`src/rtl/core/rtti_pkg.sv`:
```
// ----------------------------------------------------------------------------
// rtti_pkg
// Shared types and constants for the region to tile index unit.
// ----------------------------------------------------------------------------
package rtti_pkg;

	localparam int NDIM_MAX     = 3;
	localparam int DIMS_DEFAULT = 3;
	localparam int TILE_W       = 31;
	localparam int COORD_W      = 32;
	localparam int IDX_W        = 32;
	localparam int CFG_IDX_W    = 3;
	// divide steps in a lane, one quotient bit per stage
	localparam int DIV_BITS     = 31;
	// input capture, divide stages, check stage
	localparam int LANE_LAT     = DIV_BITS + 2;

	// configuration register indexes
	localparam logic [CFG_IDX_W-1:0] REG_TILE_0   = 3'd0;
	localparam logic [CFG_IDX_W-1:0] REG_EXTENT_0 = 3'd3;
	localparam logic [CFG_IDX_W-1:0] REG_LAST     = 3'd5;

	typedef enum logic [1:0] {
		ST_OK    = 2'd0,
		ST_RANGE = 2'd1,
		ST_ALIGN = 2'd2
	} status_t;

	typedef enum logic [1:0] {
		CFG_IDLE,
		CFG_LOAD,
		CFG_DIV
	} cfg_state_t;

	// geometry handed from the register block to the datapath
	typedef struct packed {
		logic [NDIM_MAX-1:0][TILE_W-1:0] tile;    // effective tile size, never 0
		logic [NDIM_MAX-1:0][TILE_W-1:0] extent;
		logic [NDIM_MAX-1:0][IDX_W-1:0]  tiles;   // tiles per dimension
	} geom_t;

endpackage

```
`src/rtl/core/rtti_combine.sv`:
```
// ----------------------------------------------------------------------------
// rtti_combine
// Picks the first failing dimension and folds the tile coordinates into the
// row-major index over three stages, a multiply in each of the first two.
// ----------------------------------------------------------------------------
module rtti_combine
	import rtti_pkg::*;
#(
	parameter int DIMS = DIMS_DEFAULT
) (
	input  logic                             clk,
	input  logic                             arst_n,
	input  logic                             en,
	input  logic                             valid_in,
	input  logic [NDIM_MAX-1:0][TILE_W-1:0]  coord,
	input  status_t [NDIM_MAX-1:0]           err,
	input  logic [NDIM_MAX-1:0][IDX_W-1:0]   tiles,
	output logic                             valid_out,
	output logic [IDX_W-1:0]                 tile_index,
	output status_t                          status,
	output logic [1:0]                       bad_dim
);

	logic [NDIM_MAX-1:0][IDX_W-1:0] k_e, n_e;
	status_t    st_f;
	logic [1:0] bd_f;

	logic v_s1, v_s2, v_s3;
	logic [IDX_W-1:0] p_s1, k1_s1, k2_s1, p_s2, k2_s2, idx_s3;
	status_t    st_s1, st_s2, st_s3;
	logic [1:0] bd_s1, bd_s2, bd_s3;

	// unused dimensions contribute nothing
	always_comb begin
		for (int d = 0; d < NDIM_MAX; d++) begin
			k_e[d] = (d < DIMS) ? {1'b0, coord[d]} : '0;
			n_e[d] = (d < DIMS) ? tiles[d] : IDX_W'(1);
		end
	end

	// first failing dimension wins
	always_comb begin
		st_f = ST_OK;
		bd_f = '0;
		for (int d = DIMS - 1; d >= 0; d--) begin
			if (err[d] != ST_OK) begin
				st_f = err[d];
				bd_f = 2'(d);
			end
		end
	end

	always_ff @(posedge clk or negedge arst_n) begin
		if (!arst_n) begin
			v_s1 <= 1'b0;
			v_s2 <= 1'b0;
			v_s3 <= 1'b0;
		end else if (en) begin
			v_s1 <= valid_in;
			v_s2 <= v_s1;
			v_s3 <= v_s2;
		end
	end

	// advance the index fold
	always_ff @(posedge clk) begin
		if (en) begin
			p_s1   <= IDX_W'(k_e[0] * n_e[1]);
			k1_s1  <= k_e[1];
			k2_s1  <= k_e[2];
			st_s1  <= st_f;
			bd_s1  <= bd_f;
			p_s2   <= IDX_W'((p_s1 + k1_s1) * n_e[2]);
			k2_s2  <= k2_s1;
			st_s2  <= st_s1;
			bd_s2  <= bd_s1;
			idx_s3 <= (st_s2 == ST_OK) ? p_s2 + k2_s2 : '0;
			st_s3  <= st_s2;
			bd_s3  <= bd_s2;
		end
	end

	assign valid_out  = v_s3;
	assign tile_index = idx_s3;
	assign status     = st_s3;
	assign bad_dim    = bd_s3;

endmodule

```
`config.mk`:
```
export PLATFORM = sky130hd
export DESIGN_NAME = rtti_combine
export DESIGN_NICKNAME = d
export VERILOG_FILES = /design/src/rtl/core/rtti_pkg.sv /design/src/rtl/core/rtti_combine.sv
export SDC_FILE = /design/constraint.sdc
export NUM_CORES = 2
export LEC_CHECK = 0
export ABC_AREA = 1
export ABC_CLOCK_PERIOD_IN_PS = 8900
export BUFFER_PORTS_ARGS = -buffer_cell sky130_fd_sc_hd__buf_2
export CAP_MARGIN = 15
export CORE_AREA = 3 3 359 361
export CTS_CLUSTER_DIAMETER = 50
export CTS_CLUSTER_SIZE = 8
export DETAILED_ROUTE_END_ITERATION = 7
export DIE_AREA = 0 0 362 364
export SKIP_CTS_REPAIR_TIMING = 1
export SLEW_MARGIN = 20
export SYNTH_ARGS = -nofsm -noshare
export SYNTH_HDL_FRONTEND = slang
export SYNTH_SLANG_ARGS = --single-unit
```
`constraint.sdc`:
```
create_clock -name clk -period 8.9 [get_ports clk]
set_clock_uncertainty 0.1 [all_clocks]
set_input_delay 0.89 -clock clk [delete_from_list [all_inputs] [get_ports clk]]
set_output_delay 0.89 -clock clk [all_outputs]
set_load 0.02 [all_outputs]
```
Yosys cells after proc, flatten, opt, wreduce, memory -nomap -nowiden
Cells that the tools add are included.
- bits in registers: 204
- input port bits: 199
- output and inout bits: 37
- word-level logic and storage cells: 30
- $add $sub $neg: 2
- $mul: 2
- multiplexer cells: 5
- reduce and logical (&&, ||, !) cells: 5
- operators with widths (cell ; count):
    adder 32 x 31 -> 32 bit ; 2
    multiplier 31 x 32 -> 32 bit ; 1
    multiplier 32 x 32 -> 32 bit ; 1
    2-to-1 mux 2 bit ; 4
    nonzero test 2 bit ; 3
    zero test 2 bit ; 1
    OR reduction 2 bit ; 1
    2-to-1 mux 1 bit ; 1

Logic depth before layout (Yosys ltp)
- depth in word-level cells: 4
- gate-level depth with buffers: 45
- mapped depth without buffers: 44

Worst setup path before layout
No wires, ideal clock.
- kind: reg-to-reg
- start point: reg p_s1[0]
- end point: reg p_s2[31], data pin
- setup time: 0.252 ns
- arrival time: 7.372 ns
- data required time: 8.548 ns
- path slack: 1.176 ns
- cell stages (with the launch flop): 40
- path buffers: 0
- period minus slack after synthesis: 7.724 ns
- cells stage by stage: edfxtp_1 ha_1 inv_1 fa_1 inv_1 nand2_2 nand3_4 nand2_2 nand2_2 nand2_2 nand2_4 xor2_4 clkinv_1 nor2_1 fa_1 fa_1 inv_1 fa_1 (+4 left out) inv_1 fa_1 fa_1 inv_1 fa_1 inv_1 ha_1 nand2_1 nor2_1 nand2_1 nor4_1 nand2_1 o2111ai_1 inv_1 nand2_1 nand2_1 nand2_1 nand2_1
- longest elaborated chain between the ends: 2
- RTL lines (what ; RTL line ; source):
    from (decl) ; rtti_combine.sv:29 ; logic [IDX_W-1:0] p_s1, k1_s1, k2_s1, p_s2, k2_s2, idx_s3;
    from (signal assigned) ; rtti_combine.sv:68 ; p_s1 <= IDX_W'(k_e[0] * n_e[1]);
    adder 32 x 31 -> 32 bit ; rtti_combine.sv:73 ; p_s2 <= IDX_W'((p_s1 + k1_s1) * n_e[2]);
    multiplier 32 x 32 -> 32 bit ; rtti_combine.sv:73 ;
    to (signal assigned) ; rtti_combine.sv:73 ;
    to (decl) ; rtti_combine.sv:29 ;
No other way between the ends.
A chain may end at the register's enable or synchronous reset.

Worst setup path in the final report
- start point: reg k1_s1[19]
- end point: reg p_s2[28], data pin
- longest elaborated chain between the ends: 2
- RTL lines (what ; RTL line ; source):
    from (decl) ; rtti_combine.sv:29 ;
    from (signal assigned) ; rtti_combine.sv:69 ; k1_s1 <= k_e[1];
    adder 32 x 31 -> 32 bit ; rtti_combine.sv:73 ;
    multiplier 32 x 32 -> 32 bit ; rtti_combine.sv:73 ;
No other way between the ends.

==> flow_metrics.tcl <==
set metrics [dict create \
    post_synth.cell_area_avg_um2 8.49 \
    coreArea_um2 126000 \
    hp-class "input port to asynchronous set/reset pin" \
    setup_tns_ps 0 \
    outcome "finished, final reports clean" \
    r2r-end "p_s2[28]" \
    synth_edf_count 201 \
    dp_hpwl_mm 98.0 \
    cp_max_fo 6 \
    ys_ff_latch 204 \
    seq_area_frac_synth 0.148 \
    syn_area_um2 41400 \
    finalHoldViolations 0 \
    highest_layer "met5" \
    cts_buffers 36 \
    overflow 0 \
    finalWirelength_mm 119 \
    wl_met3_mm 9.49 \
    synth_compound_area_frac 0.0415 \
    synth_top_family_by_area "adder cells" \
    critical-path-top-delay-family "adder cells" \
    yosysTopAreaCellShare 0.396 \
    gp_congestion 0.947 \
    slowest_delay_ps 550 \
    fmax_ghz 0.118 \
    fin_crit_ps 8490 \
    synth_fp_nets 6198 \
    die_w_um 362 \
    worstPathRequired_ps 9200 \
    rsz0062_at_grt "no" \
    drive_gt1_frac 0.0795 \
    path_class "register to register" \
    io_pins 236 \
    areaGrowthSynthToFinish_pct 9.91 \
    synth_xor_area_frac 0.0301 \
    clkTransAtPathRegs_ps 50 \
    nFillCells 12964 \
    post-route-period-util 0.954 \
    grt_antenna_before_repair 11 \
    cp-startpoint "k1_s1[19]" \
    synth.area.mux_share 0.000272 \
    yosysMostFrequentCell "inv_1" \
    synthArstFlopShare 0.0147 \
    synthFlopType "edfxtp_1" \
    worst-r2r-cell-count 30 \
    arrival_ps 8800 \
    numPortBuffers 203 \
    synthAdderAreaFrac 0.488 \
    die-area_um2 132000 \
    drc_errors 0 \
    antenna_left 0 \
    cp-start-kind "register" \
    cts_max_level 2 \
    worstSetupPathDepth 30 \
    synth_area_leader_cell "fa_1" \
    syn_inst 4875 \
    critPathBufInv 8 \
    die_y_um 364 \
    final_nets 6343 \
    vias 31634 \
    numClockSinks 204 \
    wire_per_inst_um 17.9 \
    row_count 130 \
    track_usage 0.186 \
    dp_cells 6632 \
    route.met2.wl_mm 56.6 \
    crit_top_cell "fa_1" \
    maxSlewHeadroom 0.346 \
    ys_warn_count 0 \
    reg2reg_from "k1_s1[19]" \
    critPathSlowestCell "fa_1" \
    first_pass_iters 6 \
    grt_pass1_vias 33995 \
    cts_tree "built" \
    cts-root-buf "clkbuf_16" \
    fin_util 0.362 \
    worst_slew_pin_slew_ps 982 \
    finalMaxSlewViolations 0 \
    grt_max_degree 160 \
    synthTopCellsByCount "1,250 x inv_1, 1,114 x nand2_1, 819 x fa_1" \
    clk_latency_ps 560 \
    drt-met1-wl_mm 49.0 \
    setup.worst_path.end_class "register" \
    grt_pass1_wl_mm 189 \
    reg2reg_slack_ps 410 \
    cap_violations 0 \
    start_util 0.329 \
    cts_max_path_buffers 3 \
    synth.area.top_cells "fa_1 40%, edfxtp_1 15%, inv_1 11%" \
    endpoint "p_s2[28]" \
    drt_iter0_markers 2125 \
    synth.distinct_cells 56 \
    via_per_inst 4.73 \
    yosys.area_share.simple 0.161 \
    finalNonFillerCells 6683 \
    setup_viol 0 \
]
-- cells by family after synthesis --
| group | Yosys count |
|---|---|
| AOI/OAI and AO/OA | 304 |
| adders and majority gates | 1124 |
| muxes | 1 |
| buffers and inverters | 1442 |
| and+or+nand+nor | 1669 |
| xor gates and xnor gates | 131 |
| DFF | 204 |
-- flip-flops by register name, indices dropped and copies added, names as in the netlist, 31 cells and up --
| name | flops |
|---|---|
| p_s1 | 32 |
| p_s2 | 32 |
| tile_index | 32 |
| k1_s1 | 31 |
| k2_s1 | 31 |
| k2_s2 | 31 |
-- per-stage QoR --
step | setup slack [ps] | hold slack (ps) | instance area (µm²)
final | 406 | 24.2 | 45500
after global routing | 0.924 | 0.624 | 45500
after CTS | 296 | -13.0 | 45400
after detailed placement | 352 | 305 | 44400
after global placement | 371 | 300 | 44400
after floorplan | 1180 | 300 | 41400
-- layer usage --
layer / vias up / track usage
li1: 14569 / -
met1: 15794 / 0.236
met2: 1071 / 0.316
met3: 198 / 0.0386
met4: 2 / 0.0601
met5: - / 0
-- cell type report --
cell class	instances	area (µm²)	area share
multi-input cells	3229	29900	0.657
clock buffers	39	933	0.0205
inverters	1275	4790	0.105
flip-flops and latches	204	6110	0.134
clock inverters	9	105	0.00231
repair buffers	274	1580	0.0348
well taps	1650	2060	0.0454
diodes	3	7.51	0.000165
-- worst min path at each step --
| stage | startpoint | end | slack [ps] | cells past startpoint |
|---|---|---|---|---|
| 2_1_floorplan | bd_s2[0] | bad_dim[0] | 300 | 0 |
| 3_3_place_gp | k2_s1[4] | k2_s2[4] | 300 | 0 |
| 3_5_place_dp | bd_s2[1] | bad_dim[1] | 300 | 0 |
| 4_1_cts | arst_n | v_s1 | -10 | 1 |
| 5_1_grt | arst_n | v_s1 | 0.6 | 1 |
| 6_report | arst_n | v_s1 | 20 | 1 |
-- layout by cell type, fill, tap and decap left out, drive strengths merged, types with 20 or more instances in the layout --
master / count
a21oi: 155
buf: 274
clkbuf: 39
clkinv: 22
edfxtp: 201
fa: 819
ha: 305
inv: 1258
nand2: 1138
nand3: 94
nand4: 20
nor2: 378
nor3: 20
o21a: 20
o21ai: 80
xnor2: 60
xor2: 71
Power is not shown: default switching activity piles up to over one toggle a cycle in this logic, so the estimate is an artifact.
