==> src/rtl/core/rtti_pkg.sv <==
// ----------------------------------------------------------------------------
// rtti_pkg
// Shared types and constants for the region to tile index unit.
// ----------------------------------------------------------------------------
package rtti_pkg;

	localparam int NDIM_MAX     = 3;
	localparam int DIMS_DEFAULT = 3;
	localparam int TILE_W       = 31;
	localparam int COORD_W      = 32;
	localparam int IDX_W        = 32;
	localparam int CFG_IDX_W    = 3;
	// divide steps in a lane, one quotient bit per stage
	localparam int DIV_BITS     = 31;
	// input capture, divide stages, check stage
	localparam int LANE_LAT     = DIV_BITS + 2;

	// configuration register indexes
	localparam logic [CFG_IDX_W-1:0] REG_TILE_0   = 3'd0;
	localparam logic [CFG_IDX_W-1:0] REG_EXTENT_0 = 3'd3;
	localparam logic [CFG_IDX_W-1:0] REG_LAST     = 3'd5;

	typedef enum logic [1:0] {
		ST_OK    = 2'd0,
		ST_RANGE = 2'd1,
		ST_ALIGN = 2'd2
	} status_t;

	typedef enum logic [1:0] {
		CFG_IDLE,
		CFG_LOAD,
		CFG_DIV
	} cfg_state_t;

	// geometry handed from the register block to the datapath
	typedef struct packed {
		logic [NDIM_MAX-1:0][TILE_W-1:0] tile;    // effective tile size, never 0
		logic [NDIM_MAX-1:0][TILE_W-1:0] extent;
		logic [NDIM_MAX-1:0][IDX_W-1:0]  tiles;   // tiles per dimension
	} geom_t;

endpackage

==> src/rtl/core/rtti_lane.sv <==
// ----------------------------------------------------------------------------
// rtti_lane
// One dimension: pipelined restoring divider giving the tile coordinate
// floor(lo / tile), then the range and alignment checks.
// ----------------------------------------------------------------------------
module rtti_lane
	import rtti_pkg::*;
(
	input  logic               clk,
	input  logic               en,
	input  logic [COORD_W-1:0] lo,
	input  logic [COORD_W-1:0] hi,
	input  logic [TILE_W-1:0]  tile,
	input  logic [TILE_W-1:0]  extent,
	output logic [TILE_W-1:0]  coord,
	output status_t            err
);

	// stage j holds the state after j divide steps
	logic [TILE_W-1:0]  rem_s [DIV_BITS+1];
	logic [TILE_W-1:0]  qn_s  [DIV_BITS+1];
	logic [COORD_W-1:0] lo_s  [DIV_BITS+1];
	logic [COORD_W-1:0] hi_s  [DIV_BITS+1];
	logic [TILE_W-1:0]  coord_s;
	status_t            err_s;

	logic [TILE_W-1:0] rem_f, base_f;
	logic [IDX_W-1:0]  end_f;
	logic              range_f, align_f;

	// capture and divide, one quotient bit per stage
	always_ff @(posedge clk) begin
		if (en) begin
			rem_s[0] <= '0;
			qn_s[0]  <= lo[TILE_W-1:0];
			lo_s[0]  <= lo;
			hi_s[0]  <= hi;
			for (int j = 0; j < DIV_BITS; j++) begin
				logic [TILE_W:0] trial;
				logic            ge;
				trial = {rem_s[j], qn_s[j][TILE_W-1]};
				ge    = trial >= {1'b0, tile};
				rem_s[j+1] <= ge ? TILE_W'(trial - {1'b0, tile}) : trial[TILE_W-1:0];
				qn_s[j+1]  <= {qn_s[j][TILE_W-2:0], ge};
				lo_s[j+1]  <= lo_s[j];
				hi_s[j+1]  <= hi_s[j];
			end
		end
	end

	// k*tile = lo - rem; k < ceil(extent/tile) exactly when k*tile < extent
	assign rem_f   = rem_s[DIV_BITS];
	assign base_f  = lo_s[DIV_BITS][TILE_W-1:0] - rem_f;
	assign end_f   = {1'b0, base_f} + {1'b0, tile};
	assign range_f = lo_s[DIV_BITS][COORD_W-1] || (base_f >= extent);
	assign align_f = !hi_s[DIV_BITS][COORD_W-1]
		&& ({1'b0, hi_s[DIV_BITS][COORD_W-2:0]} > end_f);

	always_ff @(posedge clk) begin
		if (en) begin
			coord_s <= qn_s[DIV_BITS];
			err_s   <= range_f ? ST_RANGE : (align_f ? ST_ALIGN : ST_OK);
		end
	end

	assign coord = coord_s;
	assign err   = err_s;

endmodule

==> config.mk <==
export PLATFORM = sky130hd
export DESIGN_NAME = rtti_lane
export DESIGN_NICKNAME = d
export VERILOG_FILES = /design/src/rtl/core/rtti_pkg.sv /design/src/rtl/core/rtti_lane.sv
export SDC_FILE = /design/constraint.sdc
export NUM_CORES = 2
export LEC_CHECK = 0
export ABC_CLOCK_PERIOD_IN_PS = 10500
export BUFFER_PORTS_ARGS = -buffer_cell sky130_fd_sc_hd__buf_4
export CORE_MARGIN = 8
export CORE_UTILIZATION = 50
export DETAILED_ROUTE_END_ITERATION = 10
export PLACE_DENSITY = 0.63
export SETUP_SLACK_MARGIN = 0.1
export SYNTH_ARGS = -nofsm -noshare
export SYNTH_HDL_FRONTEND = slang
export SYNTH_SLANG_ARGS = --single-unit
==> constraint.sdc <==
create_clock -name clk -period 10.5 [get_ports clk]
set_clock_uncertainty 0.1 [all_clocks]
set_input_delay 0 -clock clk [delete_from_list [all_inputs] [get_ports clk]]
set_output_delay 0 -clock clk [all_outputs]
set_load 0.01 [all_outputs]
## Yosys cells after proc, flatten, opt, wreduce, memory -nomap -nowiden

Memory sizes are Yosys's and may differ from the RTL's. A register that Yosys moved wholly into a read port is not among the register bits.
Cells that the tools add are included.

| storage, ports and cells | value |
|---|---|
| register bits after elaboration | 2 |
| memories | 4 |
| input port bits | 128 |
| bits in writable memories | 4032 |
| output and inout port bits | 33 |
| word-level logic and storage cells | 108 |

| cells by class | value |
|---|---|
| $add $sub $neg | 33 |
| reduce and logical (&&, ||, !) cells | 3 |
| multiplexer cells | 34 |
| magnitude comparators | 33 |

Memories:

| memory | words | width | rd ports | clocked after memory_dff | write ports | RTL line | source |
|---|---|---|---|---|---|---|---|
| hi_s | 32 | 32 | 32 | 0 | 32 | rtti_lane.sv:23 | `logic [COORD_W-1:0] hi_s [DIV_BITS+1];` |
| lo_s | 32 | 32 | 32 | 0 | 32 | rtti_lane.sv:22 | `logic [COORD_W-1:0] lo_s [DIV_BITS+1];` |
| qn_s | 32 | 31 | 32 | 1 | 32 | rtti_lane.sv:21 | `logic [TILE_W-1:0] qn_s [DIV_BITS+1];` |
| rem_s | 32 | 31 | 32 | 0 | 32 | rtti_lane.sv:20 | `logic [TILE_W-1:0] rem_s [DIV_BITS+1];` |

Operators with widths:

| cell | count |
|---|---|
| $ge 32x31->1 | 31 |
| $sub 31x31->31 | 32 |
| $mux 31 | 31 |
| $add 31x31->32 | 1 |
| $gt 31x32->1 | 1 |
| $ge 31x31->1 | 1 |
| $mux 1 | 2 |
| $mux 2 | 1 |
| $logic_and 1x1->1 | 1 |
| $logic_not 1->1 | 1 |
| $logic_or 1x1->1 | 1 |

## Depth between registers and ports, before layout

| depth | value |
|---|---|
| depth in word-level cells | 5 |
| depth in mapped cells | 32 |
| depth with buffers taken out | 32 |

## Least setup slack after synthesis

OpenSTA, ideal clock, no wires.

| timing path | value |
|---|---|
| path type | register to register |
| start | memory lo_s[31][0] (netlist: lo_s[1][480]) |
| end | register err_s[1] (netlist: err[1]), data pin |
| path buffers | 1 |
| cell stages (with the launch flop) | 31 |
| setup time | 267 ps |
| data arrival time | 5630 ps |
| path slack | 4503 ps |
| data required time | 10133 ps |
| cell sequence | edfxtp_1 > inv_1 > ha_1 > fa_1 > nor2b_1 > o21a_1 > o21ai_0 > a211oi_1 > o21ai_0 > o21ai_0 > o31ai_1 > a21boi_0 > ha_1 > clkbuf_1 > a21oi_1 > o21ai_0 > a41oi_1 > o21ai_0 > or3_1 > o211ai_1 > nand2b_1 > a21oi_1 > xor2_1 > ha_1 > a21o_1 > a21o_1 > a221oi_1 > a21boi_0 > o21a_1 > o311ai_0 > nor3_1 |

RTL lines:

| what | RTL line | source |
|---|---|---|
| start: declaration | rtti_lane.sv:22 |  |
| end signal: assignment | rtti_lane.sv:62 | `err_s <= range_f ? ST_RANGE : (align_f ? ST_ALIGN : ST_OK);` |
| end: declaration | rtti_lane.sv:25 | `status_t err_s;` |

==> impl_metrics.toml <==
[status]
status = "finished, final reports clean"

[timing]
final_hold_viol_count = 0
final_max_slew_viol_count = 0
max_freq_ghz = 0.116
post-route-min-period_ps = 8610
fin_tns_setup_ps = 0
setup_viol = 0
tightestPinTransition_ps = 1180
relSlewSlack = 0.209
holdWs_ps = 46.6
fin_crit_sh = 0.820
rsz0062_at_grt = "false"

[routing]
drcViolationCount = 0
wl_per_cell_um = 22.8
vias_per_cell = 5.78
finalWirelength_um = 402000
ant_nets = 0
first_pass_iters = 6
drt_iter0_markers = 9113
via_count = 101840

[clocking]
path_clk_slew_ps = 70
cts_tree = "done"
cts-root-buf = "clkbuf_16"
clk_path_buf_depth = 4
cts.sinks = 3538
postCtsSetupBuffers = 0
htreeDepth = 5
clock_latency_ps = 930
cts_buffers = 367

[grt]
grt_pass1_vias = 100027
grt_max_degree = 206
grt_pass1_wl_um = 604000
gr-total-overflow = 0
track_usage = 0.219
antenna_found_initial = 23

[die]
dieArea_um2 = 354000
ioPinCount = 161
initial_core_util = 0.502
coreArea_um2 = 334000
die_x_um = 595
die_h_um = 595
rows = 212

[final_layout]
area_delta_synth_final_pct = 12.2
fillers = 26694
fin_area_um2 = 188000
drive_gt1_frac = 0.101
fin_nets = 14139

[setup_path]
worstSetupEndpointType = "register"
rr_worst_depth = 28
start_kind = "register"
crit_fanout = 4
cp_slowest_cell = "a2111oi_0"
path_class = "reg -> reg"
cp_slowest_stage_delay_ps = 930
critPathRequiredTime_ps = 11080
critPathArrivalTime_ps = 9190

[pwr]
power_frac_clock = 0.222
pwr-share-seq = 0.365
swShare = 0.361
power.total_uw = 58000
leakagePower_uw = 0.0708
p_int_uw = 37100
combPwrFrac = 0.413
p_per_area_nw_per_um2 = 308
p_sw_uw = 20900
vdd_ir_drop_max_v = 0.000163

[logic_synthesis]
synth_edf_count = 3538
ys_seq_area_frac = 0.634
ys_types = 109
yosysWarnings = 0
ys_seq_elements = 3538
syn_nets = 13565
synthCells = 12350
synthArstFlopShare = 0
synth_area_per_cell_um2 = 13.6
synth_ff_type = "edfxtp_1"
syn_area_um2 = 168000

[placement]
placed_cell_area_um2 = 175000
place_congestion = 0.898
dpl.hpwl_um = 273000
io_buffers = 160

[worst_hold_path]
hp-class = "in -> reg"
min_delay_path_depth = 3

[run]
drv_cap = 0
critical path: cells and delay by family (launching register included):
family	cells	cell delay (ps)
AOI/OAI and AO/OA	16	5170
adders and majority gates	3	730
and+or+nand+nor	3	290
buffers and inverters	4	1310
DFF	1	420
xor gates and xnor gates	2	380
cell usage in the layout (no fill, tap or decap), drive strengths merged, types with 278 or more instances in the layout:
cell / n
edfxtp: 3538
xor2: 320
ha: 1055
clkbuf: 431
a21oi: 957
xnor2: 481
nor2: 761
o21ai: 740
inv: 457
buf: 278
mux2: 395
a21o: 445
nand2: 745
stage by stage:
stage	setup WS, ps	util	std cells
2_1_floorplan	4500	-	12350
3_3_place_gp	2790	0.523	16796
3_5_place_dp	2930	0.523	16796
4_1_cts	1910	0.564	17613
5_1_grt	1250	0.564	17614
6_report	1890	0.564	17615
power by group through the flow:
| stage | combinational [uW] | sequential [uW] | clock [uW] |
|---|---|---|---|
| 3_5_place_dp | 23700 | 21400 | 0 |
| 3_3_place_gp | 23400 | 21400 | 0 |
| 5_1_grt | 26600 | 21400 | 13800 |
| 2_1_floorplan | 18200 | 20400 | 0 |
| 4_1_cts | 23900 | 21200 | 13200 |
| 6_report | 24000 | 21200 | 12900 |
area by class of cell:
class | instances | area (um^2) | area share
antenna | 2 | 5.00 | 0.0000266
clock buffer | 431 | 9470 | 0.0503
clock inverter | 240 | 2560 | 0.0136
inverter | 446 | 1670 | 0.00890
multi-input combinational | 8147 | 58800 | 0.313
sequential | 3538 | 106000 | 0.565
tap | 4387 | 5490 | 0.0292
timing repair buffer | 424 | 3820 | 0.0203
registers in the layout, summed over array words and instances, names as in the netlist:
| name | count |
|---|---|
| qn_s | 496 |
| hi_s | 1024 |
| rem_s | 961 |
| err | 2 |
| coord | 31 |
| lo_s | 1024 |
cell families (layout without fill, tap and decap cells):
group                    after synthesis  in the layout  share of synthesized area
XOR/XNOR                             801            801                     0.0419
buffers and inverters                665           1541                     0.0165
AND/OR/NAND/NOR                     2648           2648                     0.0749
other                                  0              2                          0
adder cells (fa/ha/maj)             1087           1087                     0.0826
flip-flops                          3538           3538                      0.634
AO/OA/AOI/OAI                       3174           3174                      0.121
multiplexers                         437            437                     0.0295
synthesized netlist by cell type (37+ instances only):
master,n,area [um^2]
nand3_1,209,1050
nor2b_1,130,813
a211o_1,53,464
o31ai_1,81,608
nand2b_1,148,926
nand4_1,141,882
o31a_1,38,333
clkbuf_1,126,473
a21boi_0,82,616
mux2i_1,42,420
nand2_1,745,2800
or3_1,50,313
and3_1,83,519
xnor2_1,481,4210
buf_2,47,235
a21o_1,444,3330
a211oi_1,72,541
a21oi_1,951,4760
edfxtp_1,3538,106000
nor3_1,185,926
or2_2,37,231
a31oi_1,108,676
o21bai_1,104,781
ha_1,1055,13200
inv_1,444,1670
nor2_1,758,2850
o211ai_1,47,353
o21a_1,156,1170
xor2_1,320,2800
mux2_2,363,4090
o21ai_0,720,3600
timing repair:
| item | in CTS | in global routing |
|---|---|---|
| hold endpoints to repair | 621 | 0 |
| hold buffers | 146 | 0 |
| setup endpoints to repair | 0 | 0 |
| resized for setup | 0 | 0 |
per-layer routing:
metal,part of all wire,up-vias,track usage
met4,0.039,2,0.0783
met2,0.46,2734,0.358
met5,0.000022,-,0
met1,0.45,49810,0.305
met3,0.047,797,0.0259
li1,-,48497,-
final timing paths:
check                start     endpoint  slack, ps
max          rem_s[15][32]       err[1]       1890
min                tile[1]  rem_s[3][1]         50
max reg2reg  rem_s[15][32]       err[1]       1890
min reg2reg    qn_s[13][0]  qn_s[14][1]        260
Note: power is estimated with default switching activity, not from simulation.
