--- src/rtl/core/rtti_pkg.sv ---
// ----------------------------------------------------------------------------
// rtti_pkg
// Shared types and constants for the region to tile index unit.
// ----------------------------------------------------------------------------
package rtti_pkg;

	localparam int NDIM_MAX     = 3;
	localparam int DIMS_DEFAULT = 3;
	localparam int TILE_W       = 31;
	localparam int COORD_W      = 32;
	localparam int IDX_W        = 32;
	localparam int CFG_IDX_W    = 3;
	// divide steps in a lane, one quotient bit per stage
	localparam int DIV_BITS     = 31;
	// input capture, divide stages, check stage
	localparam int LANE_LAT     = DIV_BITS + 2;

	// configuration register indexes
	localparam logic [CFG_IDX_W-1:0] REG_TILE_0   = 3'd0;
	localparam logic [CFG_IDX_W-1:0] REG_EXTENT_0 = 3'd3;
	localparam logic [CFG_IDX_W-1:0] REG_LAST     = 3'd5;

	typedef enum logic [1:0] {
		ST_OK    = 2'd0,
		ST_RANGE = 2'd1,
		ST_ALIGN = 2'd2
	} status_t;

	typedef enum logic [1:0] {
		CFG_IDLE,
		CFG_LOAD,
		CFG_DIV
	} cfg_state_t;

	// geometry handed from the register block to the datapath
	typedef struct packed {
		logic [NDIM_MAX-1:0][TILE_W-1:0] tile;    // effective tile size, never 0
		logic [NDIM_MAX-1:0][TILE_W-1:0] extent;
		logic [NDIM_MAX-1:0][IDX_W-1:0]  tiles;   // tiles per dimension
	} geom_t;

endpackage

--- src/rtl/core/rtti_cfg.sv ---
// ----------------------------------------------------------------------------
// rtti_cfg
// Configuration registers and a sequential divider recomputing the tile
// count per dimension, ceil(extent / tile), after each tile or extent write.
// ----------------------------------------------------------------------------
module rtti_cfg
	import rtti_pkg::*;
(
	input  logic                 clk,
	input  logic                 arst_n,
	input  logic                 cfg_valid,
	output logic                 cfg_ready,
	input  logic [CFG_IDX_W-1:0] cfg_index,
	input  logic [TILE_W-1:0]    cfg_data,
	output geom_t                geom
);

	localparam logic [4:0] LAST_STEP = 5'(IDX_W - 1);

	cfg_state_t state_q, state_d;
	logic [NDIM_MAX-1:0][TILE_W-1:0] tile_q, ext_q, teff;
	logic [NDIM_MAX-1:0][IDX_W-1:0]  tiles_q;
	logic [1:0]        dim_q;
	logic [4:0]        cnt_q;
	logic [IDX_W-1:0]  num_q;
	logic [TILE_W-1:0] rem_q;
	logic [IDX_W-1:0]  trial;
	logic              ge;
	logic              wr;
	logic [1:0]        ext_sel;

	// zero tile size acts as one
	always_comb begin
		for (int d = 0; d < NDIM_MAX; d++) begin
			teff[d] = (tile_q[d] == '0) ? TILE_W'(1) : tile_q[d];
		end
	end

	assign cfg_ready = (state_q == CFG_IDLE);
	assign wr        = cfg_valid && cfg_ready;
	assign ext_sel   = 2'(cfg_index - REG_EXTENT_0);
	assign trial     = {rem_q, num_q[IDX_W-1]};
	assign ge        = trial >= {1'b0, teff[dim_q]};

	assign geom.tile   = teff;
	assign geom.extent = ext_q;
	assign geom.tiles  = tiles_q;

	// sequence the recompute: load a dividend, then one quotient bit a cycle
	always_comb begin
		state_d = state_q;
		case (state_q)
			CFG_IDLE: begin
				if (wr && cfg_index <= REG_LAST) state_d = CFG_LOAD;
			end
			CFG_LOAD: state_d = CFG_DIV;
			CFG_DIV: begin
				if (cnt_q == LAST_STEP)
					state_d = (dim_q == 2'(NDIM_MAX - 1)) ? CFG_IDLE : CFG_LOAD;
			end
			default: state_d = CFG_IDLE;
		endcase
	end

	always_ff @(posedge clk or negedge arst_n) begin
		if (!arst_n) begin
			state_q <= CFG_IDLE;
		end else begin
			state_q <= state_d;
		end
	end

	// hold registers, counters and results
	always_ff @(posedge clk or negedge arst_n) begin
		if (!arst_n) begin
			for (int d = 0; d < NDIM_MAX; d++) begin
				tile_q[d]  <= TILE_W'(1);
				ext_q[d]   <= '0;
				tiles_q[d] <= '0;
			end
			dim_q <= '0;
			cnt_q <= '0;
		end else begin
			if (wr) begin
				if (cfg_index < REG_EXTENT_0) tile_q[cfg_index[1:0]] <= cfg_data;
				else if (cfg_index <= REG_LAST) ext_q[ext_sel] <= cfg_data;
			end
			if (state_q == CFG_LOAD) cnt_q <= '0;
			if (state_q == CFG_DIV) begin
				cnt_q <= cnt_q + 5'd1;
				if (cnt_q == LAST_STEP) begin
					tiles_q[dim_q] <= {num_q[IDX_W-2:0], ge};
					dim_q <= (dim_q == 2'(NDIM_MAX - 1)) ? 2'd0 : dim_q + 2'd1;
				end
			end
		end
	end

	// divider datapath
	always_ff @(posedge clk) begin
		if (state_q == CFG_LOAD) begin
			num_q <= {1'b0, ext_q[dim_q]} + {1'b0, teff[dim_q]} - IDX_W'(1);
			rem_q <= '0;
		end else if (state_q == CFG_DIV) begin
			rem_q <= ge ? TILE_W'(trial - {1'b0, teff[dim_q]}) : trial[TILE_W-1:0];
			num_q <= {num_q[IDX_W-2:0], ge};
		end
	end

endmodule

--- config.mk ---
export PLATFORM = sky130hd
export DESIGN_NAME = rtti_cfg
export DESIGN_NICKNAME = d
export VERILOG_FILES = /design/src/rtl/core/rtti_pkg.sv /design/src/rtl/core/rtti_cfg.sv
export SDC_FILE = /design/constraint.sdc
export NUM_CORES = 1
export LEC_CHECK = 0
export BUFFER_PORTS_ARGS = -buffer_cell sky130_fd_sc_hd__buf_2
export CORE_ASPECT_RATIO = 1.25
export CORE_MARGIN = 1
export CORE_UTILIZATION = 53
export DETAILED_ROUTE_END_ITERATION = 6
export PLACE_DENSITY_LB_ADDON = 0.2
export SYNTH_ARGS = -nofsm -noshare
export SYNTH_HDL_FRONTEND = slang
export SYNTH_SLANG_ARGS = --single-unit
export TNS_END_PERCENT = 1
--- constraint.sdc ---
create_clock -name clk -period 7 [get_ports clk]
set_input_delay 0.7 -clock clk [delete_from_list [all_inputs] [get_ports clk]]
set_output_delay 0.7 -clock clk [all_outputs]
set_load 0.03 [all_outputs]
After elaboration in Yosys (flattened, before gate mapping)
Index checks and enable logic that the tools add are counted.
Widths: inputs -> output; s select.
- flip-flop bits (word level): 354
- output and inout bits: 283
- word-level logic and storage cells: 76
- eq/ne operators: 6
- muxes and demuxes: 26
- add/subtract/negate cells: 6
- reduce and logical (&&, ||, !) cells: 14
- bitwise operators: 1
- order comparisons: 9
- operators by type and width (kind ; count):
    $mux 31 ; 8
    $bwmux 93 ; 2
    $bmux 31 s2 ; 2
    $demux 31 s2 ; 2
    $bwmux 96 ; 1
    $mux 32 ; 3
    $logic_not 31->1 ; 3
    $demux 32 s2 ; 1
    $add 31x31->32 ; 1
    $ge 32x31->1 ; 1
    $sub 32x1->32 const B ; 1
    $sub 31x31->31 ; 1
    $mux 5 ; 2
    $lt 2x3->1 const B ; 3
    $ge 2x1->1 const B ; 3
    $mux 2 ; 3
    $pmux 2 s3 ; 1
    $reduce_and 2->1 ; 3
    $add 5x1->5 const B ; 1
    $eq 5x5->1 const B ; 1
    $logic_and 1x1->1 ; 5
    $eq 2x2->1 const B ; 2
    $le 3x3->1 const B ; 1
    $lt 3x2->1 const B ; 1
    other kinds (10) ; 10

Longest topological paths before layout
- depth in word-level cells: 7
- gate-level depth with buffers: 24
- depth with buffers taken out: 22

Worst setup path before layout
OpenSTA, ideal clock, no wires.
- kind: flip-flop to flip-flop
- start point: register dim_q[0]
- end point: register num_q[31] (data pin)
- path slack: 1.916 ns
- cell stages (with the launch flop): 25
- data required time: 6.740 ns
- arrival: 4.824 ns
- setup time: 0.260 ns
- path buffers: 5
- cell sequence: dfrtp_1 > buf_6 > buf_6 > buf_8 > clkbuf_1 > clkbuf_1 > mux2i_1 > nor2_1 > a21oi_1 > ha_1 > inv_1 > ha_1 > inv_1 > fa_1 > nor2b_1 > o21ai_0 > a21boi_0 > o21ai_0 > a31oi_1 > nand3_1 > a311oi_1 > a221o_1 > a21oi_1 > xnor2_1 > mux2_2
- longest elaborated chain between the ends: 5
- ends and longest elaborated chain (item ; line ; text):
    start, declared ; rtti_cfg.sv:23 ; logic [1:0] dim_q;
    start signal, assigned ; rtti_cfg.sv:93 ; dim_q <= (dim_q == 2'(NDIM_MAX - 1)) ? 2'd0 : dim_q + 2'd1;
    $bmux 31 s2 ; rtti_cfg.sv:102 ; num_q <= {1'b0, ext_q[dim_q]} + {1'b0, teff[dim_q]} - IDX_W'(1);
    $mux 31 (not written as such) ; rtti_cfg.sv:102 ;
    $add 31x31->32 * ; rtti_cfg.sv:102 ;
    $sub 32x1->32 * ; rtti_cfg.sv:102 ;
    $mux 32 * ; rtti_cfg.sv:101 ; if (state_q == CFG_LOAD) begin
    end signal, assigned ; rtti_cfg.sv:102 ;
    end signal, assigned ; rtti_cfg.sv:106 ; num_q <= {num_q[IDX_W-2:0], ge};
    end, declared ; rtti_cfg.sv:25 ; logic [IDX_W-1:0] num_q;
Every way passes the cells marked *; elsewhere a longest branch is shown, timed or not. The select of a mux whose other input is x is not followed.
A chain may end at the register's enable or synchronous reset.

Worst setup path after layout
- start point: register tile_q[20] in the netlist's numbering
- end point: register num_q[31] (data pin)
- longest elaborated chain between the ends: 7
- ends and longest elaborated chain (item ; line ; text):
    start, declared ; rtti_cfg.sv:21 ; logic [NDIM_MAX-1:0][TILE_W-1:0] tile_q, ext_q, teff;
    start signal, assigned by index ; rtti_cfg.sv:85 ; if (cfg_index < REG_EXTENT_0) tile_q[cfg_index[1:0]] <= cfg_data;
    $logic_not 31->1 ; rtti_cfg.sv:35 ; teff[d] = (tile_q[d] == '0) ? TILE_W'(1) : tile_q[d];
    $mux 31 * ; rtti_cfg.sv:35 ;
    $bmux 31 s2 * ; rtti_cfg.sv:102 ;
    $mux 31 (not written as such) * ; rtti_cfg.sv:102 ;
    $add 31x31->32 * ; rtti_cfg.sv:102 ;
    $sub 32x1->32 * ; rtti_cfg.sv:102 ;
    $mux 32 * ; rtti_cfg.sv:101 ;
Marks and branches as above.

==> flow_summary.ini <==
[finish]
final_nets = 2070
fillers = 2975
areaGrowthSynthToFinish_pct = 14.8
mostFrequentLayoutCell = buf_2
final_cell_mix = buf_2 (318), mux2_2 (305), dfrtp_1 (286)
layout-drive-gt1-share = 0.375
num_antenna_cells = 0

[setup_path]
endpoint = num_q[31]
r2r_cells = 22
worstReg2RegStart = tile_q[20]
timing.rr.end = num_q[31]
end_kind = flip-flop
worstPathRequired_ns = 7.30
critPathKind = flip-flop to flip-flop
worstSetupStartpoint = tile_q[20]
cp_data_arrival_time_ns = 6.08
startpoint_type = flip-flop
path_max_fanout = 4
rrSetupSlack_ns = 1.22

[routing]
drc = 0
first_iter_violations = 786
vias = 14300
viasPerCell = 5.79
dr.pass1.iters = 5
drt-wirelength-per-cell_um = 20.5
antenna_left = 0
routed_wl_mm = 50.5

[worst_hold_path]
min_path_type = input pin to asynchronous set/reset pin

[yosys]
yosysSeqAreaShare = 0.458
synth.avg_cell_area_sq_um = 11.0
muxShareOfSynthArea = 0.212
synth_edf_count = 32
synth_compound_area_frac = 0.106
syn-num-nets = 1866
yosys.cell_types.count = 77
netlist_instances = 1757
synthAdderAreaFrac = 0.0506
synthArstFlopShare = 0.822
yosys.area_share.simple = 0.0881
ys_seq_elements = 354
synth_area_sq_um = 19300
synth_top_family_by_area = multiplexers
synth-main-ff-cell = dfrtp_1
synthXorXnorAreaFrac = 0.0367
synth_warnings = 0

[cts]
cts_tree = built
clkLatencyLatePin_ns = 0.55
cts_sinks = 354
ctsResizeCount = 0
hold_buffers = 0
cts_made_buffers = 37
post_cts_buffers = 0
clock-root-buffer = clkbuf_16
cts_max_level = 2
clk_path_buf_depth = 3
path_clk_slew_ns = 0.06

[place]
dp_hpwl_mm = 37.1
io_buffers = 319
gp_congestion = 0.915

[floorplanning]
core-area_sq_um = 35600
fp.dieH_um = 216
die_w_um = 173
ios = 320
dieArea_sq_um = 37300
initial_core_util = 0.543
num_rows = 77

[timing]
finalHoldViolCount = 0
slew_viol_final = 0
fin_tns_setup_ns = 0
rsz0062_at_grt = false
max_slew_margin = 0.332
period_needed_ns = 5.78
tightest_slew_ns = 1.00
hold-worst-slack_ns = 0.120
fin_worst_skew_ns = 0.0195
post-route-period-util = 0.826
finalSetupViolations = 0
max_freq_mhz = 173

[grt]
grt_max_degree = 148
grt_pass1_vias = 14200
gr-total-overflow = 0
gr-usage-all-layers = 0.270
grt_pass1_wl_mm = 79.6
grt_antenna_before_repair = 2

[flow_run]
max_cap_violations = 0

[outcome]
status = finished, final reports clean
-- Yosys cell counts, drive strengths merged, types with 13 or more instances --
master / number / share of area
mux2i: 65 / 0.034
nor3: 16 / 0.0041
o21ai: 62 / 0.016
dfxtp: 31 / 0.032
buf: 25 / 0.0081
inv: 58 / 0.011
xor2: 14 / 0.0063
a311oi: 26 / 0.012
nor4: 22 / 0.0071
ha: 71 / 0.046
a21oi: 85 / 0.022
mux2: 305 / 0.18
edfxtp: 32 / 0.050
xnor2: 67 / 0.030
dfrtp: 288 / 0.37
clkbuf: 147 / 0.029
a21o: 37 / 0.014
nand2: 87 / 0.017
nand3: 23 / 0.0060
or3: 16 / 0.0054
or2: 13 / 0.0042
nor2: 101 / 0.020
-- metrics by stage --
stage / setup slack, ns / cell area [sq um] / cells / utilization
finish: 1.22 / 22200 / 2464 / 0.623
global route: 0.803 / 22200 / 2464 / 0.623
CTS: 1.29 / 22200 / 2464 / 0.623
detailed placement: 1.31 / 21000 / 2396 / 0.590
global placement: 1.38 / 21000 / 2396 / 0.590
floorplan: 1.92 / 19300 / 1757 / -
-- worst min path at each step --
| stage | end | from |
|---|---|---|
| 2_1_floorplan | cnt_q[0] | arst_n |
| 3_3_place_gp | geom[34] | geom[34] |
| 3_5_place_dp | geom[66] | geom[66] |
| 4_1_cts | geom[138] | arst_n |
| 5_1_grt | geom[138] | arst_n |
| 6_report | tile_q[8] | arst_n |
-- metal layers --
layer / routed length [um] / GRT usage / vias up
met5: 16 / 0 / -
met4: 1500 / 0.0920 / 4
li1: - / - / 6651
met3: 3690 / 0.0661 / 92
met1: 21700 / 0.351 / 7059
met2: 23600 / 0.441 / 456
-- registers in the layout, summed over array words and instances (netlist names) --
name     count
dim_q        2
geom       189
cnt_q        5
tile_q      93
num_q       32
state_q      2
rem_q       31
-- area by class of cell --
type / count / area, sq um / area share
clock buffer: 56 / 1110 / 0.0500
clock inverter: 12 / 80.1 / 0.00361
inverter: 58 / 218 / 0.00980
multi-input combinational: 1173 / 9580 / 0.431
sequential: 354 / 8870 / 0.399
tap: 474 / 593 / 0.0267
timing repair buffer: 337 / 1750 / 0.0790
-- logic make-up (layout without fill, tap and decap cells) --
| family | count (synthesis) | after routing |
|---|---|---|
| buffers and inverters | 230 | 463 |
| flip-flops | 354 | 354 |
| AO/OA/AOI/OAI | 298 | 298 |
| XOR/XNOR | 81 | 81 |
| AND/OR/NAND/NOR | 345 | 345 |
| adder cells (fa/ha/maj) | 79 | 79 |
| multiplexers | 370 | 370 |
-- critical path: stages, from the launching register on --
cell	delay, ns
dfrtp_1	0.42
nor4_1	0.44
nand4_1	0.26
o21bai_1	0.21
mux2i_1	0.09
o21ai_0	0.30
inv_1	0.09
ha_1	0.21
inv_1	0.05
ha_1	0.16
inv_1	0.06
fa_1	0.40
nor2b_1	0.12
o21ai_0	0.11
a21boi_0	0.46
o21ai_0	0.28
a31oi_1	0.50
nand3_1	0.21
a311oi_1	0.46
a221o_1	0.24
a21oi_1	0.07
xnor2_1	0.12
mux2_2	0.26
Power is left out: the tool's default activity adds up to more than one toggle a clock period on the data nets, which glitch-free logic cannot reach.
